$ cat src/cemi_pkg.sv
// cemi_pkg: shared types, codes and constants of the cEMI frame parser
package cemi_pkg;

  typedef enum logic [1:0] {
    STATUS_OK    = 2'd0,
    STATUS_SHORT = 2'd1,
    STATUS_TRUNC = 2'd2
  } status_t;

  localparam int unsigned POS_W   = 10;
  localparam int unsigned FLAGS_W = 11;

  localparam logic [POS_W-1:0] POS_MAX = {POS_W{1'b1}};
  localparam logic [10:0]      MIN_FRAME_BYTES = 11'd10;

  localparam logic [9:0] APCI_MASK_HI   = 10'h3C0;
  localparam logic [9:0] APCI_MASK_DESC = 10'h3FC;
  localparam logic [9:0] APCI_PROPRESP  = 10'h3D6;
  localparam logic [9:0] APCI_GVWRITE   = 10'h080;
  localparam logic [9:0] APCI_GVRESP    = 10'h040;
  localparam logic [9:0] APCI_DEVDESC   = 10'h340;
  localparam logic [9:0] APCI_MEMRESP   = 10'h240;
  localparam logic [9:0] APCI_IARESP    = 10'h140;
  localparam logic [7:0] TPCI_MASK_CTL  = 8'hC3;
  localparam logic [7:0] TPCI_ACK       = 8'hC2;
  localparam logic [7:0] TPCI_NAK       = 8'hC3;
  localparam logic [7:0] TPCI_CONNECT   = 8'h80;
  localparam logic [7:0] TPCI_DISCONN   = 8'h81;
  localparam logic [7:0] TPCI_MASK_NUM  = 8'hC0;
  localparam logic [7:0] TPCI_DATA_CON  = 8'h40;
  localparam logic [2:0] HOP_MASK       = 3'h7;

  localparam int unsigned FLAG_GVWRITE  = 0;
  localparam int unsigned FLAG_GVRESP   = 1;
  localparam int unsigned FLAG_DEVDESC  = 2;
  localparam int unsigned FLAG_MEMRESP  = 3;
  localparam int unsigned FLAG_PROPRESP = 4;
  localparam int unsigned FLAG_IARESP   = 5;
  localparam int unsigned FLAG_CONNECT  = 6;
  localparam int unsigned FLAG_DISCONN  = 7;
  localparam int unsigned FLAG_ACK      = 8;
  localparam int unsigned FLAG_NAK      = 9;
  localparam int unsigned FLAG_DATA_CON = 10;

  typedef struct packed {
    logic [POS_W-1:0] byte_position;
    logic [7:0]       info_length;
    logic [7:0]       code_reg;
    logic [7:0]       control_two;
    logic [15:0]      source_reg;
    logic [15:0]      dest_reg;
    logic [7:0]       length_reg;
    logic [31:0]      apdu_head;
  } parse_state_t;

  typedef struct packed {
    status_t            frame_status;
    logic [7:0]         message_code;
    logic               is_group;
    logic [2:0]         hop_count;
    logic [15:0]        source_addr;
    logic [15:0]        dest_addr;
    logic [7:0]         apdu_length;
    logic [FLAGS_W-1:0] type_flags;
    logic [3:0]         seq_number;
    logic [9:0]         apci_code;
    logic [15:0]        apdu_word;
  } result_t;

endpackage

$ cat src/cemi_in_if.sv
// cemi_in_if: byte channel carrying raw cEMI frame bytes
interface cemi_in_if;
  logic       valid;
  logic       ready;
  logic [7:0] data_byte;
  logic       last_byte;

  modport source (output valid, data_byte, last_byte, input ready);
  modport sink (input valid, data_byte, last_byte, output ready);
endinterface

$ cat src/cemi_out_if.sv
// cemi_out_if: result channel carrying one decoded frame header
interface cemi_out_if;
  logic        valid;
  logic        ready;
  logic [1:0]  frame_status;
  logic [7:0]  message_code;
  logic        is_group;
  logic [2:0]  hop_count;
  logic [15:0] source_addr;
  logic [15:0] dest_addr;
  logic [7:0]  apdu_length;
  logic [10:0] type_flags;
  logic [3:0]  seq_number;
  logic [9:0]  apci_code;
  logic [15:0] apdu_word;

  modport source (
    output valid, frame_status, message_code, is_group, hop_count, source_addr,
           dest_addr, apdu_length, type_flags, seq_number, apci_code, apdu_word,
    input  ready
  );
  modport sink (
    input  valid, frame_status, message_code, is_group, hop_count, source_addr,
           dest_addr, apdu_length, type_flags, seq_number, apci_code, apdu_word,
    output ready
  );
endinterface

$ cat src/cemi_decode.sv
// cemi_decode: length checks and frame-type decode on the captured header
module cemi_decode (
  input  cemi_pkg::parse_state_t st,
  output cemi_pkg::result_t      res
);
  import cemi_pkg::*;

  logic [10:0] n;
  logic [10:0] hdr;
  logic [10:0] hdr_end;
  logic [10:0] apdu_end;
  logic [7:0]  len;
  logic [7:0]  b0;
  logic [7:0]  b1;
  logic        grp;
  logic [9:0]  apci;
  logic [FLAGS_W-1:0] flags;

  always_comb begin
    n        = {1'b0, st.byte_position} + 11'd1;
    hdr      = {3'b000, st.info_length} + 11'd2;
    hdr_end  = hdr + 11'd8;
    apdu_end = hdr + 11'd7 + {3'b000, st.length_reg};
    len      = st.length_reg;
    b0       = st.apdu_head[7:0];
    b1       = st.apdu_head[15:8];
    grp      = st.control_two[7];
    apci     = (len >= 8'd2) ? {b0[1:0], b1} : 10'd0;

    flags = '0;
    flags[FLAG_GVWRITE] = (apci & APCI_MASK_HI) == APCI_GVWRITE;
    flags[FLAG_GVRESP]  = (apci & APCI_MASK_HI) == APCI_GVRESP;
    flags[FLAG_DEVDESC] = (len >= 8'd2) && ((apci & APCI_MASK_DESC) == APCI_DEVDESC);
    flags[FLAG_MEMRESP] = (len >= 8'd4) && !grp && ((apci & APCI_MASK_HI) == APCI_MEMRESP);
    flags[FLAG_PROPRESP] = (len >= 8'd6) && !grp && (apci == APCI_PROPRESP);
    flags[FLAG_IARESP]  = (len >= 8'd2) && grp && (apci == APCI_IARESP);
    if (len >= 8'd1) begin
      flags[FLAG_CONNECT]  = b0 == TPCI_CONNECT;
      flags[FLAG_DISCONN]  = b0 == TPCI_DISCONN;
      flags[FLAG_ACK]      = (b0 & TPCI_MASK_CTL) == TPCI_ACK;
      flags[FLAG_NAK]      = (b0 & TPCI_MASK_CTL) == TPCI_NAK;
      flags[FLAG_DATA_CON] = (b0 & TPCI_MASK_NUM) == TPCI_DATA_CON;
    end

    res = '0;
    priority if (n < MIN_FRAME_BYTES) begin
      res.frame_status = STATUS_SHORT;
    end else if (n < hdr_end) begin
      res.frame_status = STATUS_SHORT;
      res.message_code = st.code_reg;
    end else begin
      res.message_code = st.code_reg;
      res.is_group     = grp;
      res.hop_count    = st.control_two[6:4] & HOP_MASK;
      res.source_addr  = st.source_reg;
      res.dest_addr    = st.dest_reg;
      res.apdu_length  = st.length_reg;
      if (n < apdu_end) begin
        res.frame_status = STATUS_TRUNC;
      end else begin
        res.frame_status = STATUS_OK;
        res.type_flags   = flags;
        res.seq_number   = (len >= 8'd1) ? b0[5:2] : 4'd0;
        res.apci_code    = apci;
        res.apdu_word    = {st.apdu_head[23:16], st.apdu_head[31:24]};
      end
    end
  end

endmodule

$ cat src/cemi_frame_parser_core.sv
// cemi_frame_parser_core: byte-serial cEMI frame header parser, top level
//
//  channel | dir | beat                               | when
//  frame   | in  | data_byte, last_byte               | one per frame byte
//  result  | out | status, header fields, apci, flags | one per frame, on last byte
//
// one byte is taken per cycle when not stalled; the header capture and the
// decode of the last byte sit between the parse registers and the result register
// a result appears the cycle after its last byte is accepted
// frame stalls only while a result waits in the result register
// rst clears the byte count, header registers and result valid
module cemi_frame_parser_core (
  input logic            clk,
  input logic            rst,
  cemi_in_if.sink        frame,
  cemi_out_if.source     result
);
  import cemi_pkg::*;

  parse_state_t st;
  parse_state_t cap;
  parse_state_t st_next;
  result_t      res_next;
  result_t      res;
  logic         res_valid;
  logic         accept;
  logic [8:0]   hdr;
  logic [POS_W-1:0] offset;
  logic [POS_W-1:0] k;

  assign frame.ready = !res_valid || result.ready;
  assign accept      = frame.valid && frame.ready;

  // header capture at the current byte position
  always_comb begin
    cap    = st;
    hdr    = {1'b0, st.info_length} + 9'd2;
    offset = st.byte_position - {1'b0, hdr};
    k      = offset - POS_W'(7);
    priority if (st.byte_position == '0) begin
      cap.code_reg = frame.data_byte;
    end else if (st.byte_position == POS_W'(1)) begin
      cap.info_length = frame.data_byte;
    end else if (st.byte_position >= {1'b0, hdr}) begin
      priority case (offset)
        POS_W'(1): cap.control_two = frame.data_byte;
        POS_W'(2): cap.source_reg[15:8] = frame.data_byte;
        POS_W'(3): cap.source_reg[7:0] = frame.data_byte;
        POS_W'(4): cap.dest_reg[15:8] = frame.data_byte;
        POS_W'(5): cap.dest_reg[7:0] = frame.data_byte;
        POS_W'(6): cap.length_reg = frame.data_byte;
        default: begin
          if (offset >= POS_W'(7) && k < POS_W'(4) &&
              st.length_reg > {6'b000000, k[1:0]}) begin
            cap.apdu_head[8*k[1:0] +: 8] = st.apdu_head[8*k[1:0] +: 8] | frame.data_byte;
          end
        end
      endcase
    end else begin
      cap = st;
    end
  end

  // saturating byte count
  always_comb begin
    st_next = cap;
    if (st.byte_position != POS_MAX) begin
      st_next.byte_position = st.byte_position + POS_W'(1);
    end
  end

  cemi_decode u_decode (
    .st  (cap),
    .res (res_next)
  );

  always_ff @(posedge clk) begin
    if (rst) begin
      st <= '0;
    end else if (accept) begin
      if (frame.last_byte) begin
        st <= '0;
      end else begin
        st <= st_next;
      end
    end
  end

  always_ff @(posedge clk) begin
    if (rst) begin
      res_valid <= 1'b0;
    end else if (accept && frame.last_byte) begin
      res_valid <= 1'b1;
    end else if (result.ready) begin
      res_valid <= 1'b0;
    end
  end

  always_ff @(posedge clk) begin
    if (accept && frame.last_byte) begin
      res <= res_next;
    end
  end

  assign result.valid        = res_valid;
  assign result.frame_status = res.frame_status;
  assign result.message_code = res.message_code;
  assign result.is_group     = res.is_group;
  assign result.hop_count    = res.hop_count;
  assign result.source_addr  = res.source_addr;
  assign result.dest_addr    = res.dest_addr;
  assign result.apdu_length  = res.apdu_length;
  assign result.type_flags   = res.type_flags;
  assign result.seq_number   = res.seq_number;
  assign result.apci_code    = res.apci_code;
  assign result.apdu_word    = res.apdu_word;

endmodule

$ cat src/flat_wrapper.sv
// flat-port wrapper written by rule: the top's interface ports become plain ports
module cemi_frame_parser_core_flat import cemi_pkg::*;
  (clk, rst, frame_valid, frame_data_byte, frame_last_byte, frame_ready, result_valid, result_frame_status, result_message_code, result_is_group, result_hop_count, result_source_addr, result_dest_addr, result_apdu_length, result_type_flags, result_seq_number, result_apci_code, result_apdu_word, result_ready);
  cemi_in_if frame_i ();
  cemi_out_if result_i ();
  input logic clk;
  input logic rst;
  input wire logic [$bits(frame_i.valid)-1:0] frame_valid;
  input wire logic [$bits(frame_i.data_byte)-1:0] frame_data_byte;
  input wire logic [$bits(frame_i.last_byte)-1:0] frame_last_byte;
  output wire logic [$bits(frame_i.ready)-1:0] frame_ready;
  output wire logic [$bits(result_i.valid)-1:0] result_valid;
  output wire logic [$bits(result_i.frame_status)-1:0] result_frame_status;
  output wire logic [$bits(result_i.message_code)-1:0] result_message_code;
  output wire logic [$bits(result_i.is_group)-1:0] result_is_group;
  output wire logic [$bits(result_i.hop_count)-1:0] result_hop_count;
  output wire logic [$bits(result_i.source_addr)-1:0] result_source_addr;
  output wire logic [$bits(result_i.dest_addr)-1:0] result_dest_addr;
  output wire logic [$bits(result_i.apdu_length)-1:0] result_apdu_length;
  output wire logic [$bits(result_i.type_flags)-1:0] result_type_flags;
  output wire logic [$bits(result_i.seq_number)-1:0] result_seq_number;
  output wire logic [$bits(result_i.apci_code)-1:0] result_apci_code;
  output wire logic [$bits(result_i.apdu_word)-1:0] result_apdu_word;
  input wire logic [$bits(result_i.ready)-1:0] result_ready;
  assign frame_i.valid = frame_valid;
  assign frame_i.data_byte = frame_data_byte;
  assign frame_i.last_byte = frame_last_byte;
  assign frame_ready = frame_i.ready;
  assign result_valid = result_i.valid;
  assign result_frame_status = result_i.frame_status;
  assign result_message_code = result_i.message_code;
  assign result_is_group = result_i.is_group;
  assign result_hop_count = result_i.hop_count;
  assign result_source_addr = result_i.source_addr;
  assign result_dest_addr = result_i.dest_addr;
  assign result_apdu_length = result_i.apdu_length;
  assign result_type_flags = result_i.type_flags;
  assign result_seq_number = result_i.seq_number;
  assign result_apci_code = result_i.apci_code;
  assign result_apdu_word = result_i.apdu_word;
  assign result_i.ready = result_ready;
  cemi_frame_parser_core u_core (.clk(clk), .rst(rst), .frame(frame_i), .result(result_i));
endmodule
$ cat config.mk
export PLATFORM = sky130hd
export DESIGN_NAME = cemi_frame_parser_core_flat
export DESIGN_NICKNAME = d
export VERILOG_FILES = /design/src/cemi_pkg.sv /design/src/cemi_in_if.sv /design/src/cemi_out_if.sv /design/src/cemi_decode.sv /design/src/cemi_frame_parser_core.sv /design/src/flat_wrapper.sv
export SDC_FILE = /design/constraint.sdc
export NUM_CORES = 1
export LEC_CHECK = 0
export BUFFER_PORTS_ARGS = -buffer_cell sky130_fd_sc_hd__buf_2
export CORE_MARGIN = 5
export CORE_UTILIZATION = 50
export CTS_CLUSTER_SIZE = 10
export DETAILED_ROUTE_END_ITERATION = 8
export PLACE_DENSITY_LB_ADDON = 0.05
export SLEW_MARGIN = 20
export SYNTH_ARGS = -nofsm -noshare
export SYNTH_HDL_FRONTEND = slang
export SYNTH_HIERARCHICAL = 1
export SYNTH_SLANG_ARGS = --single-unit
$ cat constraint.sdc
create_clock -name clk -period 8.5 [get_ports clk]
set_input_delay 1.275 -clock clk [delete_from_list [all_inputs] [get_ports clk]]
set_output_delay 1.275 -clock clk [all_outputs]
set_load 0.01 [all_outputs]
==> results.toml <==
[status]
status = "complete, no violations"

[layout]
stdcell_area_um2 = 13300
final_common_cell = "buf_2"
layout_common_cells = "buf_2, dfxtp_1, edfxtp_1, nand2_1, nor2_1"
area_growth_pct = 9.80
drive_gt1_share_pct = 20.9
diodes = 0
final_nets = 1357

[placement]
gp_congestion = 0.921
postPlaceCellArea_um2 = 12700
port_buffers = 109
preCtsSetupSlack_ns = 1.02
dpl.hpwl_um = 22800

[floorplanning]
core-area_um2 = 24000
fp-row-count = 57
die_w_um = 166
dieArea_um2 = 27400
start_util_pct = 50.3
die_h_um = 166
io_pins = 110

[sta]
fin_crit_sh_pct = 88.7
grt_setup_unrepaired = "false"
setup_tns_ns = 0
slew_headroom_pct = 33.9
clock_skew_ns = 0.0199
setup_viol = 0
clock.fmax_ghz = 0.133
setup_ws_ns = 0.963
worst_pin_slew_ns = 0.988
final-hold-violation-count = 0
period_minus_slack_ns = 7.54
report.final.slew_viol_count = 0

[global_route]
antenna_found_initial = 1
grt_overflow = 0
grt_pass1_wl_um = 52100
grt_use_met2_pct = 37.7
grt-busiest-layer = "met2"
met3_usage_pct = 4.07
grtUsageMet1_pct = 34.9
grt_usage_pct = 24.4
grt_pass1_vias = 9211
grt_start_max_net_pins = 69

[worst_setup_path]
cp.required_ns = 8.69
setup.worst_path.start_class = "flip-flop"
r2r_cells = 27
cpMaxStageDelayCell = "nand4_1"
r2r-end = "u_core/result.apci_code[1]$_DFFE_PP_"
rrSetupSlack_ns = 0.96
cp_common_cell = "ha_1"
cp_max_fo = 29
worst_setup_path_end_kind = "flip-flop"
slowest_delay_ns = 0.64
cp.arrival_ns = 7.73
worstSetupPathType = "flip-flop to flip-flop"
r2r-start = "u_core/st[96]$_SDFFE_PP0P_"

[worst_hold_path]
min_path_cells = 2
worstHoldPathType = "flip-flop to flip-flop"
hold_path_end = "u_core/st[57]$_SDFFE_PP0P_"
min_from = "u_core/st[57]$_SDFFE_PP0P_"

[clocking]
cts_resized = 0
cts_tree = "yes"
hold_buffers = 0
cts_sinks = 198
path_clk_slew_ns = 0.08
htree_levels = 4
cts_buffers = 17
clk_latency_ns = 0.44
post_cts_buffers = 0
cts_root_buf = "clkbuf_16"
clock_path_buffers = 2

[power]
power_density_nw_per_um2 = 148
vdd_drop_max_uv = 119
p_leak_uw = 0.00533
fin_total_pwr_uw = 1970

[detailed_routing]
drc = 0
drt_pass1_iterations = 5
num_vias = 9861
wl_per_cell_um = 20.8
ant_nets = 0
wirelength_um = 33600
drt_iter0_drc = 861
via_per_inst = 6.09

[yosys]
ys_warn_count = 6
synth_area_um2 = 12100
avgSynthCellArea_um2 = 9.78
synth.net_count = 1311
synth_cells = 1236

[flow_run]
maxCapViolations = 0
-- state kept, by name (all words and copies together) (netlist names), 3 cells and up --
register                    flops
u_core/result.seq_number        4
u_core/result.message_code      8
u_core/st                     102
u_core/result.apci_code        10
u_core/result.dest_addr        16
u_core/result.source_addr      16
u_core/result.apdu_length       8
u_core/result.apdu_word        16
u_core/result.hop_count         3
u_core/result.type_flags       11
-- routing by layer --
layer / up-vias / part of all wire, %
met4: 0 / 2.4
met2: 292 / 46
li1: 4716 / -
met3: 50 / 5.0
met1: 4803 / 47
met5: - / 0
-- worst max-delay path by stage --
stage                                                        to                        from
after floorplan           u_core/result.apdu_word[10]$_DFFE_PP_  u_core/st[96]$_SDFFE_PP0P_
after global placement     u_core/result.apci_code[2]$_DFFE_PP_  u_core/st[96]$_SDFFE_PP0P_
after detailed placement   u_core/result.apci_code[6]$_DFFE_PP_  u_core/st[96]$_SDFFE_PP0P_
after CTS                  u_core/result.apci_code[0]$_DFFE_PP_  u_core/st[96]$_SDFFE_PP0P_
after global routing       u_core/result.apci_code[0]$_DFFE_PP_  u_core/st[96]$_SDFFE_PP0P_
final                      u_core/result.apci_code[1]$_DFFE_PP_  u_core/st[96]$_SDFFE_PP0P_
-- stage by stage --
| stage | utilization (%) | hold slack (ns) | cells |
|---|---|---|---|
| 4_1_cts | 55.2 | 0.468 | 1619 |
| 6_report | 55.2 | 0.469 | 1619 |
| 2_1_floorplan | - | 0.441 | 1236 |
| 5_1_grt | 55.2 | 0.492 | 1619 |
| 3_5_place_dp | 52.9 | 0.457 | 1587 |
| 3_3_place_gp | 52.9 | 0.450 | 1587 |
-- cell type report --
| class | instances | area (um2) |
|---|---|---|
| fill | 2188 | 10800 |
| multi-input combinational | 912 | 6620 |
| sequential | 198 | 4910 |
| timing repair buffer | 123 | 651 |
| clock buffer | 19 | 433 |
| tap | 324 | 405 |
| clock inverter | 13 | 141 |
| inverter | 30 | 115 |
-- worst max-delay path: cells and delay by family, from the launching register on --
family	cells	cell delay (ns)
AO/OA/AOI/OAI	10	2.12
adder cells (fa/ha/maj)	6	1.80
multiplexers	1	0.41
buffers and inverters	3	0.27
AND/OR/NAND/NOR	7	2.16
flip-flops	1	0.56
-- where the power goes --
part	switching, uW	internal, uW	leakage [uW]
clock network	403	392	0.000272
logic	111	42.7	0.00334
registers	6.51	1010	0.00172
Power figures use the tool's default switching activity.
